<file path="config.mk">
export PLATFORM = sky130hd
export DESIGN_NAME = arc_voltage_torch_height_control_flat
export DESIGN_NICKNAME = d
export VERILOG_FILES = /design/src/hw/rtl/avthc_pkg.sv /design/src/hw/rtl/avthc_if.sv /design/src/hw/rtl/avthc_core.sv /design/src/hw/rtl/arc_voltage_torch_height_control.sv /design/src/flat_wrapper.sv
export SDC_FILE = /design/constraint.sdc
export NUM_CORES = 1
export LEC_CHECK = 0
export ABC_AREA = 1
export BUFFER_PORTS_ARGS = -buffer_cell sky130_fd_sc_hd__buf_2
export CELL_PAD_IN_SITES_DETAIL_PLACEMENT = 1
export CELL_PAD_IN_SITES_GLOBAL_PLACEMENT = 1
export CORE_MARGIN = 10
export CORE_UTILIZATION = 51
export CTS_BUF_LIST = sky130_fd_sc_hd__clkbuf_4
export DETAILED_ROUTE_END_ITERATION = 8
export PLACE_DENSITY = 0.92
export SLEW_MARGIN = 20
export SYNTH_ARGS = -nofsm -noshare
export SYNTH_HDL_FRONTEND = slang
export SYNTH_SLANG_ARGS = --single-unit
</file>
<file path="constraint.sdc">
create_clock -name clock -period 8.9 [get_ports clock]
set_input_delay 0.445 -clock clock [delete_from_list [all_inputs] [get_ports clock]]
set_output_delay 0.445 -clock clock [all_outputs]
set_load 0.005 [all_outputs]
</file>
<file path="src/hw/rtl/avthc_pkg.sv">
package avthc_pkg;

   localparam int unsigned VOLT_W   = 10;
   localparam int unsigned MARGIN_W = 8;
   localparam int unsigned STAB_W   = 16;
   localparam int unsigned WAIT_W   = 8;
   localparam int unsigned PIERCE_W = 32;
   localparam int unsigned CSR_IDX_W  = 3;
   localparam int unsigned CSR_DATA_W = 16;
   localparam int unsigned THR_W    = VOLT_W + 2;

   localparam logic [VOLT_W-1:0] KERF_RISE = VOLT_W'(1);

   localparam logic [CSR_IDX_W-1:0] REG_SET_POINT       = 3'd0;
   localparam logic [CSR_IDX_W-1:0] REG_ON_MARGIN       = 3'd1;
   localparam logic [CSR_IDX_W-1:0] REG_OFF_MARGIN      = 3'd2;
   localparam logic [CSR_IDX_W-1:0] REG_STABILIZE_LIMIT = 3'd3;
   localparam logic [CSR_IDX_W-1:0] REG_KERF_WAIT       = 3'd4;

   localparam logic [VOLT_W-1:0]   SET_POINT_RST       = 10'd0;
   localparam logic [MARGIN_W-1:0] ON_MARGIN_RST       = 8'd4;
   localparam logic [MARGIN_W-1:0] OFF_MARGIN_RST      = 8'd1;
   localparam logic [STAB_W-1:0]   STABILIZE_LIMIT_RST = 16'd500;
   localparam logic [WAIT_W-1:0]   KERF_WAIT_RST       = 8'd7;

   typedef enum logic [1:0] {
      ST_GOOD = 2'd0,
      ST_UP   = 2'd1,
      ST_DOWN = 2'd2,
      ST_KERF = 2'd3
   } status_type;

   typedef struct packed {
      logic                torch_on;
      logic                arc_good;
      logic [VOLT_W-1:0]   arc_voltage;
   } req_type;

   typedef struct packed {
      logic                drive_up;
      logic                drive_down;
      logic [1:0]          torch_status;
      logic                control_active;
      logic                kerf_active;
      logic                cutting;
      logic [PIERCE_W-1:0] pierces;
   } rsp_type;

   typedef struct packed {
      logic [VOLT_W-1:0]   set_point;
      logic [MARGIN_W-1:0] on_margin;
      logic [MARGIN_W-1:0] off_margin;
      logic [STAB_W-1:0]   stabilize_limit;
      logic [WAIT_W-1:0]   kerf_wait;
   } cfg_type;

endpackage

</file>
<file path="src/hw/rtl/avthc_if.sv">
interface avthc_req_if;
   logic                            valid;
   logic                            ready;
   logic                            torch_on;
   logic                            arc_good;
   logic [avthc_pkg::VOLT_W-1:0]    arc_voltage;

   modport source (output valid, torch_on, arc_good, arc_voltage, input ready);
   modport sink   (input valid, torch_on, arc_good, arc_voltage, output ready);
endinterface

interface avthc_rsp_if;
   logic                            valid;
   logic                            ready;
   logic                            drive_up;
   logic                            drive_down;
   logic [1:0]                      torch_status;
   logic                            control_active;
   logic                            kerf_active;
   logic                            cutting;
   logic [avthc_pkg::PIERCE_W-1:0]  pierces;

   modport source (output valid, drive_up, drive_down, torch_status, control_active,
                   kerf_active, cutting, pierces, input ready);
   modport sink   (input valid, drive_up, drive_down, torch_status, control_active,
                   kerf_active, cutting, pierces, output ready);
endinterface

</file>
<file path="src/hw/rtl/avthc_core.sv">
module avthc_core (
   input  logic                clock,
   input  logic                reset,
   input  logic                step,
   input  avthc_pkg::req_type  item,
   input  avthc_pkg::cfg_type  cfg,
   output avthc_pkg::rsp_type  result
);

   typedef struct packed {
      logic                               in_cut;
      logic                               prev_arc_good;
      logic                               moving_up;
      logic                               moving_down;
      avthc_pkg::status_type              status_code;
      logic                               regulating;
      logic                               kerf_seen;
      logic [avthc_pkg::VOLT_W-1:0]       kerf_level;
      logic [avthc_pkg::WAIT_W-1:0]       down_count;
      logic [avthc_pkg::STAB_W-1:0]       stabilize_count;
      logic [avthc_pkg::PIERCE_W-1:0]     pierce_total;
   } state_type;

   state_type st_ff;
   state_type st_in;

   always_comb begin
      logic signed [avthc_pkg::THR_W-1:0] v_s;
      logic signed [avthc_pkg::THR_W-1:0] sp_s;
      logic signed [avthc_pkg::THR_W-1:0] on_s;
      logic signed [avthc_pkg::THR_W-1:0] off_s;
      logic [avthc_pkg::VOLT_W:0]         rise_lim;
      st_in    = st_ff;
      v_s      = signed'({2'b00, item.arc_voltage});
      sp_s     = signed'({2'b00, cfg.set_point});
      on_s     = signed'({4'b0000, cfg.on_margin});
      off_s    = signed'({4'b0000, cfg.off_margin});
      rise_lim = {1'b0, st_ff.kerf_level} + {1'b0, avthc_pkg::KERF_RISE};

      if (item.arc_good && !st_ff.prev_arc_good && st_ff.pierce_total != '1) begin
         st_in.pierce_total = st_ff.pierce_total + 1'b1;
      end
      st_in.prev_arc_good = item.arc_good;

      if (!item.torch_on) begin
         st_in.in_cut      = 1'b0;
         st_in.moving_up   = 1'b0;
         st_in.moving_down = 1'b0;
         st_in.status_code = avthc_pkg::ST_GOOD;
         st_in.regulating  = 1'b0;
         st_in.kerf_seen   = 1'b0;
      end else begin
         if (!st_ff.in_cut) begin
            st_in.in_cut          = 1'b1;
            st_in.stabilize_count = '0;
         end else begin
            if (st_ff.stabilize_count != '1) begin
               st_in.stabilize_count = st_ff.stabilize_count + 1'b1;
            end
            if (st_ff.down_count != '1) begin
               st_in.down_count = st_ff.down_count + 1'b1;
            end
         end

         if (!item.arc_good) begin
            st_in.regulating = 1'b0;
            st_in.kerf_seen  = 1'b0;
         end else if (!st_ff.regulating) begin
            if (st_ff.kerf_seen) begin
               if (st_ff.kerf_level >= item.arc_voltage) begin
                  st_in.kerf_seen  = 1'b0;
                  st_in.regulating = 1'b1;
               end
            end else if (st_in.stabilize_count > cfg.stabilize_limit) begin
               st_in.regulating = 1'b1;
            end
         end else if (st_ff.moving_up) begin
            if (v_s >= sp_s - off_s) begin
               st_in.moving_up   = 1'b0;
               st_in.moving_down = 1'b0;
               st_in.status_code = avthc_pkg::ST_GOOD;
            end
         end else if (st_ff.moving_down) begin
            if (v_s <= sp_s + off_s) begin
               st_in.moving_up   = 1'b0;
               st_in.moving_down = 1'b0;
               st_in.status_code = avthc_pkg::ST_GOOD;
            end else if ({1'b0, item.arc_voltage} > rise_lim ||
                         (st_in.down_count > cfg.kerf_wait &&
                          item.arc_voltage >= st_ff.kerf_level)) begin
               st_in.moving_up   = 1'b0;
               st_in.moving_down = 1'b0;
               st_in.status_code = avthc_pkg::ST_KERF;
               st_in.kerf_seen   = 1'b1;
               st_in.regulating  = 1'b0;
            end
         end else if (v_s <= sp_s - on_s) begin
            st_in.moving_up   = 1'b1;
            st_in.moving_down = 1'b0;
            st_in.status_code = avthc_pkg::ST_UP;
         end else if (v_s >= sp_s + on_s && !st_ff.kerf_seen) begin
            st_in.moving_up   = 1'b0;
            st_in.moving_down = 1'b1;
            st_in.status_code = avthc_pkg::ST_DOWN;
            st_in.kerf_level  = item.arc_voltage;
            st_in.down_count  = '0;
         end
      end
   end

   always_ff @(posedge clock) begin
      if (reset) begin
         st_ff <= '{default: '0, status_code: avthc_pkg::ST_GOOD};
      end else if (step) begin
         st_ff <= st_in;
      end
   end

   assign result.drive_up       = st_in.moving_up;
   assign result.drive_down     = st_in.moving_down;
   assign result.torch_status   = st_in.status_code;
   assign result.control_active = st_in.regulating;
   assign result.kerf_active    = st_in.kerf_seen;
   assign result.cutting        = st_in.in_cut;
   assign result.pierces        = st_in.pierce_total;

`ifndef NO_ASSERTIONS
   a_drives_exclusive: assert property (@(posedge clock) disable iff (reset)
      !(st_ff.moving_up && st_ff.moving_down))
      else $error("both drives active");

   a_reg_kerf_exclusive: assert property (@(posedge clock) disable iff (reset)
      !(st_ff.regulating && st_ff.kerf_seen))
      else $error("control and kerf both active");

   a_idle_quiet: assert property (@(posedge clock) disable iff (reset)
      !st_ff.in_cut |-> !st_ff.moving_up && !st_ff.moving_down && !st_ff.regulating
                        && !st_ff.kerf_seen)
      else $error("activity outside cut");

   a_pierce_monotonic: assert property (@(posedge clock) disable iff (reset)
      !$past(reset) |-> st_ff.pierce_total >= $past(st_ff.pierce_total))
      else $error("pierce count went down");
`endif

endmodule

</file>
<file path="src/hw/rtl/arc_voltage_torch_height_control.sv">
// Arc-voltage torch height control.
// req_chan carries one control pass per transfer: torch_on, arc_good and
// arc_voltage. rsp_chan returns exactly one result per pass: the up/down
// drive outputs, the torch status, the control/kerf/cutting flags and the
// saturating pierce count.
// The csr_ port writes set_point, on_margin, off_margin, stabilize_limit and
// kerf_wait (indexes 0 to 4) at any edge with csr_we high; write only while
// no pass is in flight.
// A pass is registered in the input register, then its result in the result
// register that drives rsp_chan (two register stages).
// Throughput: one pass per cycle while rsp_chan does not stall; the control
// update is a single combinational step between the input and result registers.
// Reset (synchronous, active high) restores the register defaults and
// clears all control state, the pierce count and both pipeline stages.
// When rsp_chan stalls, the held result blocks the input register; if that register
// is empty it still takes one more pass before req_chan.ready drops.
module arc_voltage_torch_height_control (
   input  logic                               clock,
   input  logic                               reset,
   avthc_req_if.sink                          req_chan,
   avthc_rsp_if.source                        rsp_chan,
   input  logic                               csr_we,
   input  logic [avthc_pkg::CSR_IDX_W-1:0]    csr_index,
   input  logic [avthc_pkg::CSR_DATA_W-1:0]   csr_wdata
);

   avthc_pkg::cfg_type cfg_ff;
   logic               in_valid_ff;
   avthc_pkg::req_type in_data_ff;
   logic               out_valid_ff;
   avthc_pkg::rsp_type out_data_ff;
   avthc_pkg::rsp_type core_result;
   logic               advance;

   always_ff @(posedge clock) begin
      if (reset) begin
         cfg_ff.set_point       <= avthc_pkg::SET_POINT_RST;
         cfg_ff.on_margin       <= avthc_pkg::ON_MARGIN_RST;
         cfg_ff.off_margin      <= avthc_pkg::OFF_MARGIN_RST;
         cfg_ff.stabilize_limit <= avthc_pkg::STABILIZE_LIMIT_RST;
         cfg_ff.kerf_wait       <= avthc_pkg::KERF_WAIT_RST;
      end else if (csr_we) begin
         case (csr_index)
            avthc_pkg::REG_SET_POINT: begin
               cfg_ff.set_point <= csr_wdata[avthc_pkg::VOLT_W-1:0];
            end
            avthc_pkg::REG_ON_MARGIN: begin
               cfg_ff.on_margin <= csr_wdata[avthc_pkg::MARGIN_W-1:0];
            end
            avthc_pkg::REG_OFF_MARGIN: begin
               cfg_ff.off_margin <= csr_wdata[avthc_pkg::MARGIN_W-1:0];
            end
            avthc_pkg::REG_STABILIZE_LIMIT: begin
               cfg_ff.stabilize_limit <= csr_wdata[avthc_pkg::STAB_W-1:0];
            end
            avthc_pkg::REG_KERF_WAIT: begin
               cfg_ff.kerf_wait <= csr_wdata[avthc_pkg::WAIT_W-1:0];
            end
            default: begin
            end
         endcase
      end
   end

   assign advance        = in_valid_ff && (!out_valid_ff || rsp_chan.ready);
   assign req_chan.ready = !in_valid_ff || advance;

   always_ff @(posedge clock) begin
      if (reset) begin
         in_valid_ff <= 1'b0;
      end else if (req_chan.ready) begin
         in_valid_ff <= req_chan.valid;
      end
   end

   always_ff @(posedge clock) begin
      if (req_chan.ready && req_chan.valid) begin
         in_data_ff.torch_on    <= req_chan.torch_on;
         in_data_ff.arc_good    <= req_chan.arc_good;
         in_data_ff.arc_voltage <= req_chan.arc_voltage;
      end
   end

   avthc_core u_core (
      .clock  (clock),
      .reset  (reset),
      .step   (advance),
      .item   (in_data_ff),
      .cfg    (cfg_ff),
      .result (core_result)
   );

   always_ff @(posedge clock) begin
      if (reset) begin
         out_valid_ff <= 1'b0;
      end else if (advance) begin
         out_valid_ff <= 1'b1;
      end else if (rsp_chan.ready) begin
         out_valid_ff <= 1'b0;
      end
   end

   always_ff @(posedge clock) begin
      if (advance) begin
         out_data_ff <= core_result;
      end
   end

   assign rsp_chan.valid          = out_valid_ff;
   assign rsp_chan.drive_up       = out_data_ff.drive_up;
   assign rsp_chan.drive_down     = out_data_ff.drive_down;
   assign rsp_chan.torch_status   = out_data_ff.torch_status;
   assign rsp_chan.control_active = out_data_ff.control_active;
   assign rsp_chan.kerf_active    = out_data_ff.kerf_active;
   assign rsp_chan.cutting        = out_data_ff.cutting;
   assign rsp_chan.pierces        = out_data_ff.pierces;

endmodule

</file>
<file path="src/flat_wrapper.sv">
// flat-port wrapper written by rule: the top's interface ports become plain ports
module arc_voltage_torch_height_control_flat 
  (clock, reset, csr_we, csr_index, csr_wdata, req_chan_valid, req_chan_torch_on, req_chan_arc_good, req_chan_arc_voltage, req_chan_ready, rsp_chan_valid, rsp_chan_drive_up, rsp_chan_drive_down, rsp_chan_torch_status, rsp_chan_control_active, rsp_chan_kerf_active, rsp_chan_cutting, rsp_chan_pierces, rsp_chan_ready);
  avthc_req_if req_chan_i ();
  avthc_rsp_if rsp_chan_i ();
  input  logic clock;
  input  logic reset;
  input  logic csr_we;
  input  logic [avthc_pkg::CSR_IDX_W-1:0] csr_index;
  input  logic [avthc_pkg::CSR_DATA_W-1:0] csr_wdata;
  input wire logic [$bits(req_chan_i.valid)-1:0] req_chan_valid;
  input wire logic [$bits(req_chan_i.torch_on)-1:0] req_chan_torch_on;
  input wire logic [$bits(req_chan_i.arc_good)-1:0] req_chan_arc_good;
  input wire logic [$bits(req_chan_i.arc_voltage)-1:0] req_chan_arc_voltage;
  output wire logic [$bits(req_chan_i.ready)-1:0] req_chan_ready;
  output wire logic [$bits(rsp_chan_i.valid)-1:0] rsp_chan_valid;
  output wire logic [$bits(rsp_chan_i.drive_up)-1:0] rsp_chan_drive_up;
  output wire logic [$bits(rsp_chan_i.drive_down)-1:0] rsp_chan_drive_down;
  output wire logic [$bits(rsp_chan_i.torch_status)-1:0] rsp_chan_torch_status;
  output wire logic [$bits(rsp_chan_i.control_active)-1:0] rsp_chan_control_active;
  output wire logic [$bits(rsp_chan_i.kerf_active)-1:0] rsp_chan_kerf_active;
  output wire logic [$bits(rsp_chan_i.cutting)-1:0] rsp_chan_cutting;
  output wire logic [$bits(rsp_chan_i.pierces)-1:0] rsp_chan_pierces;
  input wire logic [$bits(rsp_chan_i.ready)-1:0] rsp_chan_ready;
  assign req_chan_i.valid = req_chan_valid;
  assign req_chan_i.torch_on = req_chan_torch_on;
  assign req_chan_i.arc_good = req_chan_arc_good;
  assign req_chan_i.arc_voltage = req_chan_arc_voltage;
  assign req_chan_ready = req_chan_i.ready;
  assign rsp_chan_valid = rsp_chan_i.valid;
  assign rsp_chan_drive_up = rsp_chan_i.drive_up;
  assign rsp_chan_drive_down = rsp_chan_i.drive_down;
  assign rsp_chan_torch_status = rsp_chan_i.torch_status;
  assign rsp_chan_control_active = rsp_chan_i.control_active;
  assign rsp_chan_kerf_active = rsp_chan_i.kerf_active;
  assign rsp_chan_cutting = rsp_chan_i.cutting;
  assign rsp_chan_pierces = rsp_chan_i.pierces;
  assign rsp_chan_i.ready = rsp_chan_ready;
  arc_voltage_torch_height_control u_core (.clock(clock), .reset(reset), .req_chan(req_chan_i), .rsp_chan(rsp_chan_i), .csr_we(csr_we), .csr_index(csr_index), .csr_wdata(csr_wdata));
endmodule
</file>
==> results.md, run 1 <==
* Status: completed
* Syn_nets at 1680
* Synth Flop Type: dfxtp_1
* Die W at approximately 170 um
* Clk buf depth at 2
* Clock slew at reported path FFs at between 0.15 and 0.2 ns
* Clk_lat worst skew at between 0.6 and 0.7 ns
* Synth top area share at between 20% and 30%
* Data required, critical path at 9.41 ns
* Sequential share of the synthesized area at between 30% and 40%
* Worst Hold Margin at approximately 0.072 ns
* Synth cell types at 46
* Largest net degree at the start of global routing at 63
* CTS tree: yes
* Setup_tns at 0 ns
* Final wirelength at 33.9 mm
* Fin crit share at ~47%
* Final nets at approximately 1800
* Number of global-route vias before repair at around 11000
* Flops & latches, synth at ~180
* Setup bufs post-CTS at 0
* Max-Cap Viols at 0
* First-pass GRT wire length at roughly 56 mm
* Worst Path Max Fanout at 20
* Synth area leaders: dfxtp_1, edfxtp_1, ha_1
* Worst setup SP type: flip-flop
* WP data arrival at about 4.7 ns
* # setup viols final at 0
* Initial drt markers at 448
* DIE AREA at between 0.02 and 0.03 mm2
* Sink Count at roughly 180
* Total power at about 0.0018 W
* Via Count at 10500
* Fraction of layout cells with a size suffix above 1 at approximately 9.7%
* Area of the multi-input gates at 0.00632 mm2
* Initial antenna violation count at 1
* CTS buffer count at 17
* Final hold viol count at 0
* Filler cells at between 2000 and 3000
* Final ANT Viol Nets at 0
* VDD IR max at between 0.00008 and 0.00009 V
* Total track usage at 23.8%
* Number of enable flip-flop cells after synthesis at 51
* Mapped Area at about 0.012 mm2
* Post_cts resized at 0
* Htree depth at 4
* HPWL Detailed at about 26 mm
* Synth warn at 0
* FP Rows at between 50 and 60
* RSZ-0062 raised after global routing: no
* Syn Area/Cell at approximately 7.6 um2
* IO Count at 77
* Drt via density at approximately 5.6
* Die H at roughly 170 um
* Pleak at 5.99 nW
* Most frequent cells in the layout: inv_1, nand2_1, a21oi_1
* Sequential cell area at approximately 0.0041 mm2
* Final min period at approximately 4.2 ns
* Crit Path Class: reg -> reg
* Fmax at 239 MHz
* Synthesis-to-layout area growth at 9.18%
* Synth area leader: dfxtp_1
* Total global routing overflow at 0
* DRC Markers at 0
* Post-Synthesis Cells at ~1500
* Initial Util at a little over half
* Tightest Pin Transition at 0.939 ns
* HP Class: in -> reg
* Asr flop ratio synth at 0%
* CTS root buf: clkbuf_4
* IO Port Bufs at 76
* Slew headroom at roughly 37%
* Core area at 0.0220 mm2
* Total iterations of the first detailed-routing run at 5
* Power Density at ~140 mW/mm2
* Slew Limit Fails at 0
* Worst setup EP type: flip-flop
* Routed len/inst at 18.0 um
* Final Skew at approximately 0.04 ns
* RePlAce Congestion at 0.909
==> per-layer routing <==
metal	vias up	wire, um	global-route usage, %
met4	0	807	7.97
met3	51	1070	3.77
met5	-	0	0
li1	5138	-	-
met1	5123	14200	27.0
met2	170	17900	44.2
==> repair_timing <==
item                                    in CTS  in global routing
endpoints found under the setup margin       0                  0
hold buffers                                12                  0
endpoints found under the hold margin       12                  0
==> final timing paths <==
kind                      startpoint                      end  slack (ns)  cells past startpoint
min                     csr_wdata[8]        u_core.cfg_ff[16]        0.07                      3
min reg2reg  u_core.u_core.st_ff[54]  u_core.u_core.st_ff[54]        0.48                      2
max                u_core.cfg_ff[40]  u_core.u_core.st_ff[62]        4.71                     21
max reg2reg        u_core.cfg_ff[40]  u_core.u_core.st_ff[62]        4.71                     21
==> cell type report <==
| cell class | instances | share of cell area (%) |
|---|---|---|
| Multi-Input combinational cell | 1046 | 50.3 |
| Sequential cell | 177 | 32.3 |
| Inverter | 257 | 7.71 |
| Timing Repair Buffer | 91 | 4.16 |
| Tap cell | 280 | 2.79 |
| Clock inverter | 15 | 1.70 |
| Clock buffer | 17 | 1.02 |
| Antenna cell | 1 | 0.0199 |
==> logic make-up after synthesis <==
group           synth area share, %
fa+ha+maj                      13.7
compound gates                 15.5
xor+xnor                       6.24
buf+inv                        9.89
simple gates                   19.4
flops                          35.2
==> state kept, by name (all words and copies together) (netlist names) <==
signal	flops
u_core.u_core.st_ff	74
u_core.cfg_ff	50
u_core.rsp_chan.pierces	32
u_core.in_data_ff	12
u_core.rsp_chan.torch_status	2
u_core.in_valid_ff	1
u_core.rsp_chan.control_active	1
u_core.rsp_chan.cutting	1
u_core.rsp_chan.drive_down	1
u_core.rsp_chan.drive_up	1
u_core.rsp_chan.kerf_active	1
u_core.rsp_chan.valid	1
==> report_power, final <==
part / internal (W) / switching [W]
combinational: 0.000117 / 0.000213
clock: 0.000186 / 0.000348
sequential: 0.000871 / 0.0000384
==> per-stage QoR <==
step                instance area [um2]  util, %  setup WS (ns)  instances
global route                      12600     57.0           4.36       1884
global placement                  12100     54.9           5.26       1839
detailed placement                12100     54.9           4.88       1839
finish                            12600     57.0           4.71       1884
floorplan                         11500        -           5.63       1520
CTS                               12600     57.0           4.79       1883
==> worst max-delay path: stages (launching register included) <==
cell	delay, ns
dfxtp_1	0.41
inv_1	0.09
ha_1	0.22
fa_1	0.42
o31ai_2	0.40
a21oi_1	0.13
o21ai_0	0.21
xor2_1	0.10
ha_1	0.31
nand2_1	0.08
nor2_1	0.18
nand2_1	0.09
nand2_1	0.09
nand2_1	0.05
nand2_1	0.06
nand2_1	0.10
nand2_1	0.08
nand3_1	0.11
nor2_1	0.11
nand2_1	0.35
o21ai_0	0.35
a21oi_1	0.07
==> cell usage after synthesis, types with 2 or more instances <==
master,count
xnor2_1,6
inv_2,5
fa_1,4
nand2_2,12
nor4_1,17
nor2_1,117
buf_6,2
inv_1,249
nand3b_1,2
dfxtp_1,126
nor3_2,3
nor3_1,24
o21a_1,5
a31oi_1,5
o21ai_1,21
nand3_1,46
clkinv_1,2
o211ai_1,5
o21bai_1,7
edfxtp_1,51
a211oi_1,6
ha_1,120
nor2_2,5
o21ai_2,8
a21o_1,2
nand4_1,24
clkbuf_1,33
buf_2,4
nand3_2,2
xor2_1,76
o21ai_0,110
or2_2,2
a21oi_1,158
nand2_1,249
No activity file was read; power rests on OpenSTA's default activity.
==> inputs of run 2 (changes only) <==
--- a/config.mk
+++ b/config.mk
@@ -5,15 +5,15 @@
 export SDC_FILE = /design/constraint.sdc
 export NUM_CORES = 1
 export LEC_CHECK = 0
-export ABC_AREA = 1
+export ABC_AREA = 0
 export BUFFER_PORTS_ARGS = -buffer_cell sky130_fd_sc_hd__buf_2
 export CELL_PAD_IN_SITES_DETAIL_PLACEMENT = 1
 export CELL_PAD_IN_SITES_GLOBAL_PLACEMENT = 1
 export CORE_MARGIN = 10
-export CORE_UTILIZATION = 51
+export CORE_UTILIZATION = 48
 export CTS_BUF_LIST = sky130_fd_sc_hd__clkbuf_4
 export DETAILED_ROUTE_END_ITERATION = 8
-export PLACE_DENSITY = 0.92
+export PLACE_DENSITY = 0.85
 export SLEW_MARGIN = 20
 export SYNTH_ARGS = -nofsm -noshare
 export SYNTH_HDL_FRONTEND = slang
==> constraint.sdc (replaced) <==
create_clock -name clock -period 4.08 [get_ports clock]
set_input_delay 0.204 -clock clock [delete_from_list [all_inputs] [get_ports clock]]
set_output_delay 0.204 -clock clock [all_outputs]
set_load 0.005 [all_outputs]
==> results.md, run 2 <==
* Synth top area share at 22.1% (+0.17 points)
* Number of global-route vias before repair at 10400 (-7.5%)
* Total power at 0.00351 W (+98%)
* Via Count at 9945 (-5.1%)
* DIE AREA at 0.0303 mm2 (+4.8%)
* Register-to-register setup slack at 0.19 ns (-4.52 ns)
* Reg power frac at 53.9% (+2.7 points)
* RePlAce Congestion at 0.868 (-4.4%)
* Tightest Pin Transition at 0.953 ns (+0.0134 ns)
* Synthesis-to-layout area growth at 12.6%
* First-pass GRT wire length at 53.6 mm (-4.6%)
* Fin crit share at 95.3% (+48 points)
* Commonest cells post-synth: nand2_1, dfxtp_1, ha_1
* CTS root buf: clkbuf_4
* Slew Limit Fails at 0 (unchanged)
* Sequential cell area at 0.00406 mm2 (+0.19%)
* Switching part of the total at 31.5% (-2.3 points)
* Worst Path Max Fanout at 3 (-85%)
* Endpoint, Worst Hold: u_core.cfg_ff[36]
* Number of stages on the worst setup path at 18 (-14%)
* Clk_lat worst skew at 0.61 ns (-0.04 ns)
* Slowest CP cell: o311ai_1
* Fraction of layout cells with a size suffix above 1 at 12.8% (+3.1 points)
* Area of the multi-input gates at 0.00687 mm2 (+8.8%)
* VDD IR max at 0.000215 V (+140%)
* PnR worst setup slack at 0.190 ns (-4.52 ns)
* Clock slew at reported path FFs at 0.19 ns (about the same)
* HP Class: in -> reg
* Mapped Area at 0.0114 mm2 (-0.77%)
* Busiest grt layer: met2
* Post-Synthesis Cells at 1323 (-13%)
* Fmax at 257 MHz (+7.7%)
* Filler cells at 2814 (-2.1%)
* Final nets at 1575 (-10%)
* FF-to-FF End: u_core.rsp_chan.torch_status[1]
* HPWL Detailed at 24.3 mm (-6.1%)
* Max-Cap Viols at 0 (unchanged)
* Die H at 174 um (+2.4%)
* Total global routing overflow at 0 (unchanged)
* Leading cell type in the layout, fill and taps excluded: nand2_1
* Final hold viol count at 0 (unchanged)
* Final min period at 3.89 ns (-0.298 ns)
* CTS buffer count at 17 (unchanged)
* Met3 Track Usage GR at 3.23% (-0.54 points)
* Total track usage at 21.3% (-2.5 points)
* Max reg flops at 74 (unchanged)
* Final ANT Viol Nets at 0 (unchanged)
* Synth Flop Type: dfxtp_1
* Most frequent cells in the layout: nand2_1, dfxtp_1, ha_1
* Worst Hold Margin at 0.0799 ns (+0.00833 ns)
* Leading cell type by number of instances after synthesis: nand2_1
* Status: completed
* Slew headroom at 36.5% (-0.66 points)
* Total iterations of the first detailed-routing run at 5 (unchanged)
* Core area at 0.0234 mm2 (+6.2%)
* CTS tree: yes
* Met1 Track Usage GR at 25.2% (-1.8 points)
* DRC Markers at 0 (unchanged)
* Critical path buffers and inverters at 2 (+1)
* Routed len/inst at 18.8 um (+4.6%)
* Data required, critical path at 4.43 ns (-4.98 ns)
* Die W at 174 um (+2.4%)
* Initial antenna violation count at 1 (unchanged)
* Worst setup EP type: flip-flop
* Delay-heaviest family, CP: compound AO/OA/AOI/OAI gates
* Share of total power in the clock network at 32.6% (+2.5 points)
* IO Port Bufs at 76 (unchanged)
* Htree depth at 4 (unchanged)
* Worst Setup SP: u_core.cfg_ff[24]
* Top reg by flops: u_core.u_core.st_ff
* Comb pwr share at 13.5% (-5.1 points)
* Crit Path Class: reg -> reg
* Worst-path cell chain: ha_1 -> inv_1 -> fa_1 -> nor2_2 -> o311ai_1 -> a21oi_1 -> nor2_1 -> xnor2_1 -> ha_1 -> a21oi_1 -> nand2_1 -> a21o_1 -> a2111oi_4 -> buf_4 -> nor2_1 -> a221oi_1 -> o22ai_1 -> and2_1
* Syn_nets at 1483 (-12%)
* Synth area leader: dfxtp_1
* Clk buf depth at 2 (unchanged)
* Int Power at 0.00240 W (+100%)
* # setup viols final at 0 (unchanged)
* Drt via density at 5.68 (+2.1%)
* Met2 GRT Util at 39.3% (-4.9 points)
* Flops & latches, synth at 177 (unchanged)
* Synth cell types at 73 (+59%)
* Synth warn at 0 (unchanged)
* Psw at 0.00111 W (+84%)
* Final wirelength at 33.0 mm (-2.8%)
* Worst hold path depth at 4 (+1)
* Final core occ at 54.9% (-2.1 points)
* Sequential share of the synthesized area at 35.5% (+0.27 points)
* Synth area leaders: dfxtp_1, edfxtp_1, ha_1
* Final Skew at 0.0418 ns (+0.00228 ns)
* Initial Util at 48.8% (-3.5 points)
* RR Startpoint: u_core.cfg_ff[24]
* Sink Count at 177 (unchanged)
* IO Count at 77 (unchanged)
* Setup bufs post-CTS at 0 (unchanged)
* Initial drt markers at 578 (+29%)
* FP Rows at 56 (+3.7%)
* Slowest cell delay on critical path at 0.39 ns (-0.03 ns)
* Syn Area/Cell at 8.63 um2 (+14%)
* WP data arrival at 4.24 ns (-0.46 ns)
* Power Density at 273 mW/mm2 (+93%)
* Worst hold start: csr_index[1]
* Asr flop ratio synth at 0% (unchanged)
* Pre-CTS WS at -0.221 ns (-5.10 ns)
* Worst-case reg-to-reg path depth at 18 (-14%)
* Number of enable flip-flop cells after synthesis at 51 (unchanged)
* Worst setup SP type: flip-flop
* Largest net degree at the start of global routing at 87 (+38%)
* Pleak at 5.12 nW (-15%)
==> run 2: changes by cell type after synthesis, moves of 21 or more <==
cell and change:
nand3_1 +23, o21ai_1 -21, inv_1 -170, o21ai_0 -74, a21oi_1 -49, nand2_1 -81
xor2_1 -36, xnor2_1 +62
==> run 2: power by group through the flow <==
stage               registers (W)  logic (W)  clock network [W]
floorplan                 0.00191   0.000279                  0
global route              0.00190   0.000530            0.00124
finish                    0.00189   0.000475            0.00115
CTS                       0.00189   0.000461            0.00117
global placement          0.00192   0.000407                  0
detailed placement        0.00193   0.000430                  0
==> run 2: worst register-to-register path: stages (launching register included) <==
cell and delay (ns):
dfxtp_2 0.38, ha_1 0.19, inv_1 0.09, fa_1 0.23, nor2_2 0.06, o311ai_1 0.39
a21oi_1 0.13, nor2_1 0.13, xnor2_1 0.14, ha_1 0.28, a21oi_1 0.13, nand2_1 0.06
a21o_1 0.21, a2111oi_4 0.39, buf_4 0.18, nor2_1 0.07, a221oi_1 0.27, o22ai_1 0.14
and2_1 0.18
==> run 2: kinds of logic (layout without fill, tap and decap cells) <==
group | after synthesis | in the layout | share of synthesized area [%]
AND/OR/NAND/NOR | 497 | 497 | 20.9
AO/OA/AOI/OAI | 258 | 258 | 14.3
flip-flops | 177 | 177 | 35.5
buffers and inverters | 137 | 242 | 5.07
adder cells (fa/ha/maj) | 124 | 124 | 13.9
XOR/XNOR | 108 | 108 | 8.29
multiplexers | 22 | 22 | 2.05
other | 0 | 3 | 0
==> run 2: area by class of cell <==
type / instances / area share [%]
sequential: 177 / 31.6
antenna: 3 / 0.0584
clock buffer: 17 / 0.993
multi-input combinational: 1009 / 53.5
tap: 319 / 3.11
inverter: 80 / 2.34
clock inverter: 15 / 1.62
timing repair buffer: 130 / 6.80
==> run 2: repair_timing <==
action	CTS	global route
pin swaps	0	2
endpoints found under the setup margin	26	29
hold buffers	33	0
cloned	0	0
endpoints found under the hold margin	84	0
resized for setup	4	29
==> run 2: worst max path at each step <==
| stage | endpoint | slack [ns] |
|---|---|---|
| floorplan | u_core.rsp_chan.torch_status[1] | 0.36 |
| global placement | u_core.rsp_chan.torch_status[1] | -0.18 |
| detailed placement | u_core.rsp_chan.torch_status[1] | -0.22 |
| CTS | u_core.rsp_chan.torch_status[1] | 0.003 |
| global route | u_core.rsp_chan.torch_status[1] | -0.05 |
| finish | u_core.rsp_chan.torch_status[1] | 0.19 |
==> run 2: layer usage <==
| layer | routed length, um | vias up | share of wire, % |
|---|---|---|---|
| met5 | 0 | - | 0 |
| met4 | 631 | 0 | 1.9 |
| met3 | 1050 | 47 | 3.2 |
| met2 | 17100 | 182 | 52 |
| met1 | 14200 | 4900 | 43 |
| li1 | - | 4816 | - |
==> run 2: per-stage QoR <==
step                      cell area (um2)  TNS [ns]  std cells
final                               12900         0       1750
after floorplan                     11400         0       1323
after CTS                           12700         0       1747
after detailed placement            12100    -0.866       1682
after global routing                12800    -0.149       1749
after global placement              12100    -0.508       1682
==> inputs of run 3 (changes only) <==
--- a/config.mk
+++ b/config.mk
@@ -9,10 +9,12 @@
 export BUFFER_PORTS_ARGS = -buffer_cell sky130_fd_sc_hd__buf_2
 export CELL_PAD_IN_SITES_DETAIL_PLACEMENT = 1
 export CELL_PAD_IN_SITES_GLOBAL_PLACEMENT = 1
+export CORE_ASPECT_RATIO = 0.75
 export CORE_MARGIN = 10
 export CORE_UTILIZATION = 48
 export CTS_BUF_LIST = sky130_fd_sc_hd__clkbuf_4
 export DETAILED_ROUTE_END_ITERATION = 8
+export GPL_TIMING_DRIVEN = 0
 export PLACE_DENSITY = 0.85
 export SLEW_MARGIN = 20
 export SYNTH_ARGS = -nofsm -noshare
==> results.md, run 3 (synthesis results as in run 2) <==
* Busiest grt layer: met2
* Psw at 0.00102 W (-7.5%)
* Met3 Track Usage GR at 4.69% (+1.5 points)
* Final hold viol count at 0 (unchanged)
* Pleak at 5.20 nW (+1.7%)
* Slew headroom at 42.0% (+5.5 points)
* IO Port Bufs at 74 (-2.6%)
* Critical path buffers and inverters at 2 (unchanged)
* Largest net degree at the start of global routing at 31 (-64%)
* Initial Util at 49.2% (+0.46 points)
* DRC Markers at 0 (unchanged)
* Drt via density at 5.78 (+1.7%)
* Most frequent cells in the layout: nand2_1, dfxtp_1, ha_1
* Number of global-route vias before repair at 10400 (+0.36%)
* DIE AREA at 0.0304 mm2 (+0.21%)
* Total global routing overflow at 0 (unchanged)
* Top reg by flops: u_core.u_core.st_ff
* Worst-path cell chain: ha_1 -> inv_1 -> fa_2 -> nor2_2 -> o311ai_1 -> a21oi_1 -> nor2_1 -> xnor2_1 -> ha_1 -> a21oi_1 -> nand2_1 -> a21o_1 -> a2111oi_4 -> buf_4 -> a2111oi_4 -> a31oi_1 -> o22ai_2 -> and2_4
* Slowest cell delay on critical path at 0.40 ns (about the same)
* RePlAce Congestion at 0.878 (+1.1%)
* Switching part of the total at 29.6% (-1.9 points)
* Final nets at 1619 (+2.8%)
* Delay-heaviest family, CP: compound AO/OA/AOI/OAI gates
* Tightest Pin Transition at 0.856 ns (-0.0963 ns)
* Power Density at 263 mW/mm2 (-3.6%)
* Fmax at 249 MHz (-3.0%)
* Met2 GRT Util at 36.6% (-2.7 points)
* Crit Path Class: reg -> reg
* Worst setup EP type: flip-flop
* Die H at 154 um (-12%)
* Max-Cap Viols at 0 (unchanged)
* Clk buf depth at 2 (unchanged)
* Worst Path Max Fanout at 4 (+1)
* Fraction of layout cells with a size suffix above 1 at 13.7% (+0.91 points)
* HPWL Detailed at 26.6 mm (+9.5%)
* Setup_tns at 0 ns (unchanged)
* Clk_lat worst skew at 0.64 ns (+0.03 ns)
* HP Class: in -> reg
* # setup viols final at 0 (unchanged)
* Share of total power in the clock network at 30.2% (-2.4 points)
* Sink Count at 177 (unchanged)
* Clock slew at reported path FFs at 0.15 ns (-0.04 ns)
* Via Count at 10300 (+3.1%)
* Final core occ at 56.6% (+1.7 points)
* Core area at 0.0232 mm2 (-0.94%)
* CTS tree: yes
* Initial antenna violation count at 1 (unchanged)
* VDD IR max at 0.000175 V (-18%)
* Final min period at 4.01 ns (+0.120 ns)
* Max reg flops at 74 (unchanged)
* Worst setup SP type: flip-flop
* Initial drt markers at 556 (-3.8%)
* Final wirelength at 35.6 mm (+8.1%)
* Total iterations of the first detailed-routing run at 5 (unchanged)
* First-pass GRT wire length at 56.1 mm (+4.7%)
* FP Rows at 48 (-14%)
* Total track usage at 22.9% (+1.6 points)
* Final ANT Viol Nets at 0 (unchanged)
* CTS root buf: clkbuf_4
* Fin crit share at 98.3% (+2.9 points)
* Leading cell type in the layout, fill and taps excluded: nand2_1
* Slowest CP cell: fa_2
* Slew Limit Fails at 0 (unchanged)
* Data required, critical path at 4.48 ns (+0.05 ns)
* Htree depth at 4 (unchanged)
* Synthesis-to-layout area growth at 14.9%
* Status: completed
* Int Power at 0.00243 W (+1.1%)
* CTS buffer count at 17 (unchanged)
* Reg power frac at 54.7% (+0.8 points)
* Filler cells at 2756 (-2.1%)
* WP data arrival at 4.41 ns (+0.17 ns)
* Met1 Track Usage GR at 30.9% (+5.7 points)
* Die W at 198 um (+14%)
* IO Count at 77 (unchanged)
* Routed len/inst at 20.1 um (+6.7%)
* Final Skew at 0.0223 ns (-0.0195 ns)
* Comb pwr share at 15.2% (+1.7 points)
## run 3: power groups by stage
stage	Sequential [W]	Clock (W)	Combinational (W)
2_1_floorplan	0.00191	0	0.000279
3_3_place_gp	0.00192	0	0.000411
3_5_place_dp	0.00193	0	0.000438
4_1_cts	0.00189	0.00105	0.000486
5_1_grt	0.00189	0.00112	0.000579
6_report	0.00189	0.00104	0.000523
## run 3: final timing paths
kind | startpoint | end | slack, ns | cells after the start
min reg2reg | u_core.cfg_ff[20] | u_core.cfg_ff[20] | 0.47 | 2
min | csr_index[0] | u_core.cfg_ff[9] | 0.06 | 4
max | u_core.cfg_ff[40] | u_core.rsp_chan.torch_status[1] | 0.07 | 18
max reg2reg | u_core.cfg_ff[40] | u_core.rsp_chan.torch_status[1] | 0.07 | 18
## run 3: routing by layer
layer  vias to the layer above  wire (um)
met5                         -          0
met4                         0        440
met3                        40       1740
met2                       224      16400
met1                      5068      17000
li1                       4918          -
## run 3: through the flow
stage                     power [W]  area (um2)  cells  setup WS (ns)  hold WS [ns]
after floorplan             0.00219       11400   1323          0.356         0.303
after global placement      0.00233       12200   1697         -0.499         0.382
after detailed placement    0.00236       12200   1698         -0.724         0.383
after CTS                   0.00342       12900   1769        0.00120        0.0209
after global routing        0.00359       13100   1773         -0.130        0.0391
final                       0.00345       13100   1773         0.0706        0.0559
## run 3: layout make-up
type	count	area (um2)	area share (%)
antenna	1	2.50	0.0191
buffer	54	275	2.10
clock buffer	18	135	1.03
clock inverter	14	135	1.03
inverter	80	304	2.32
multi-input combinational	1009	7010	53.4
sequential	177	4070	31.0
tap	300	375	2.86
timing repair buffer	120	813	6.20
## run 3: timing repair
item                                    4_1_cts  5_1_grt
gates cloned                                  0        0
endpoints found under the setup margin       30       29
pin swaps                                     5       18
hold endpoints to repair                     69        0
buffers inserted                              5        6
gates resized for setup                      25       47
hold buffers                                 34        0
## run 3: worst min-delay path: cells and delay by family
kind                   cells  cell delay [ns]
AOI/OAI and AO/OA          1             0.05
buffers and inverters      1             0.13
and+or+nand+nor            2             0.26
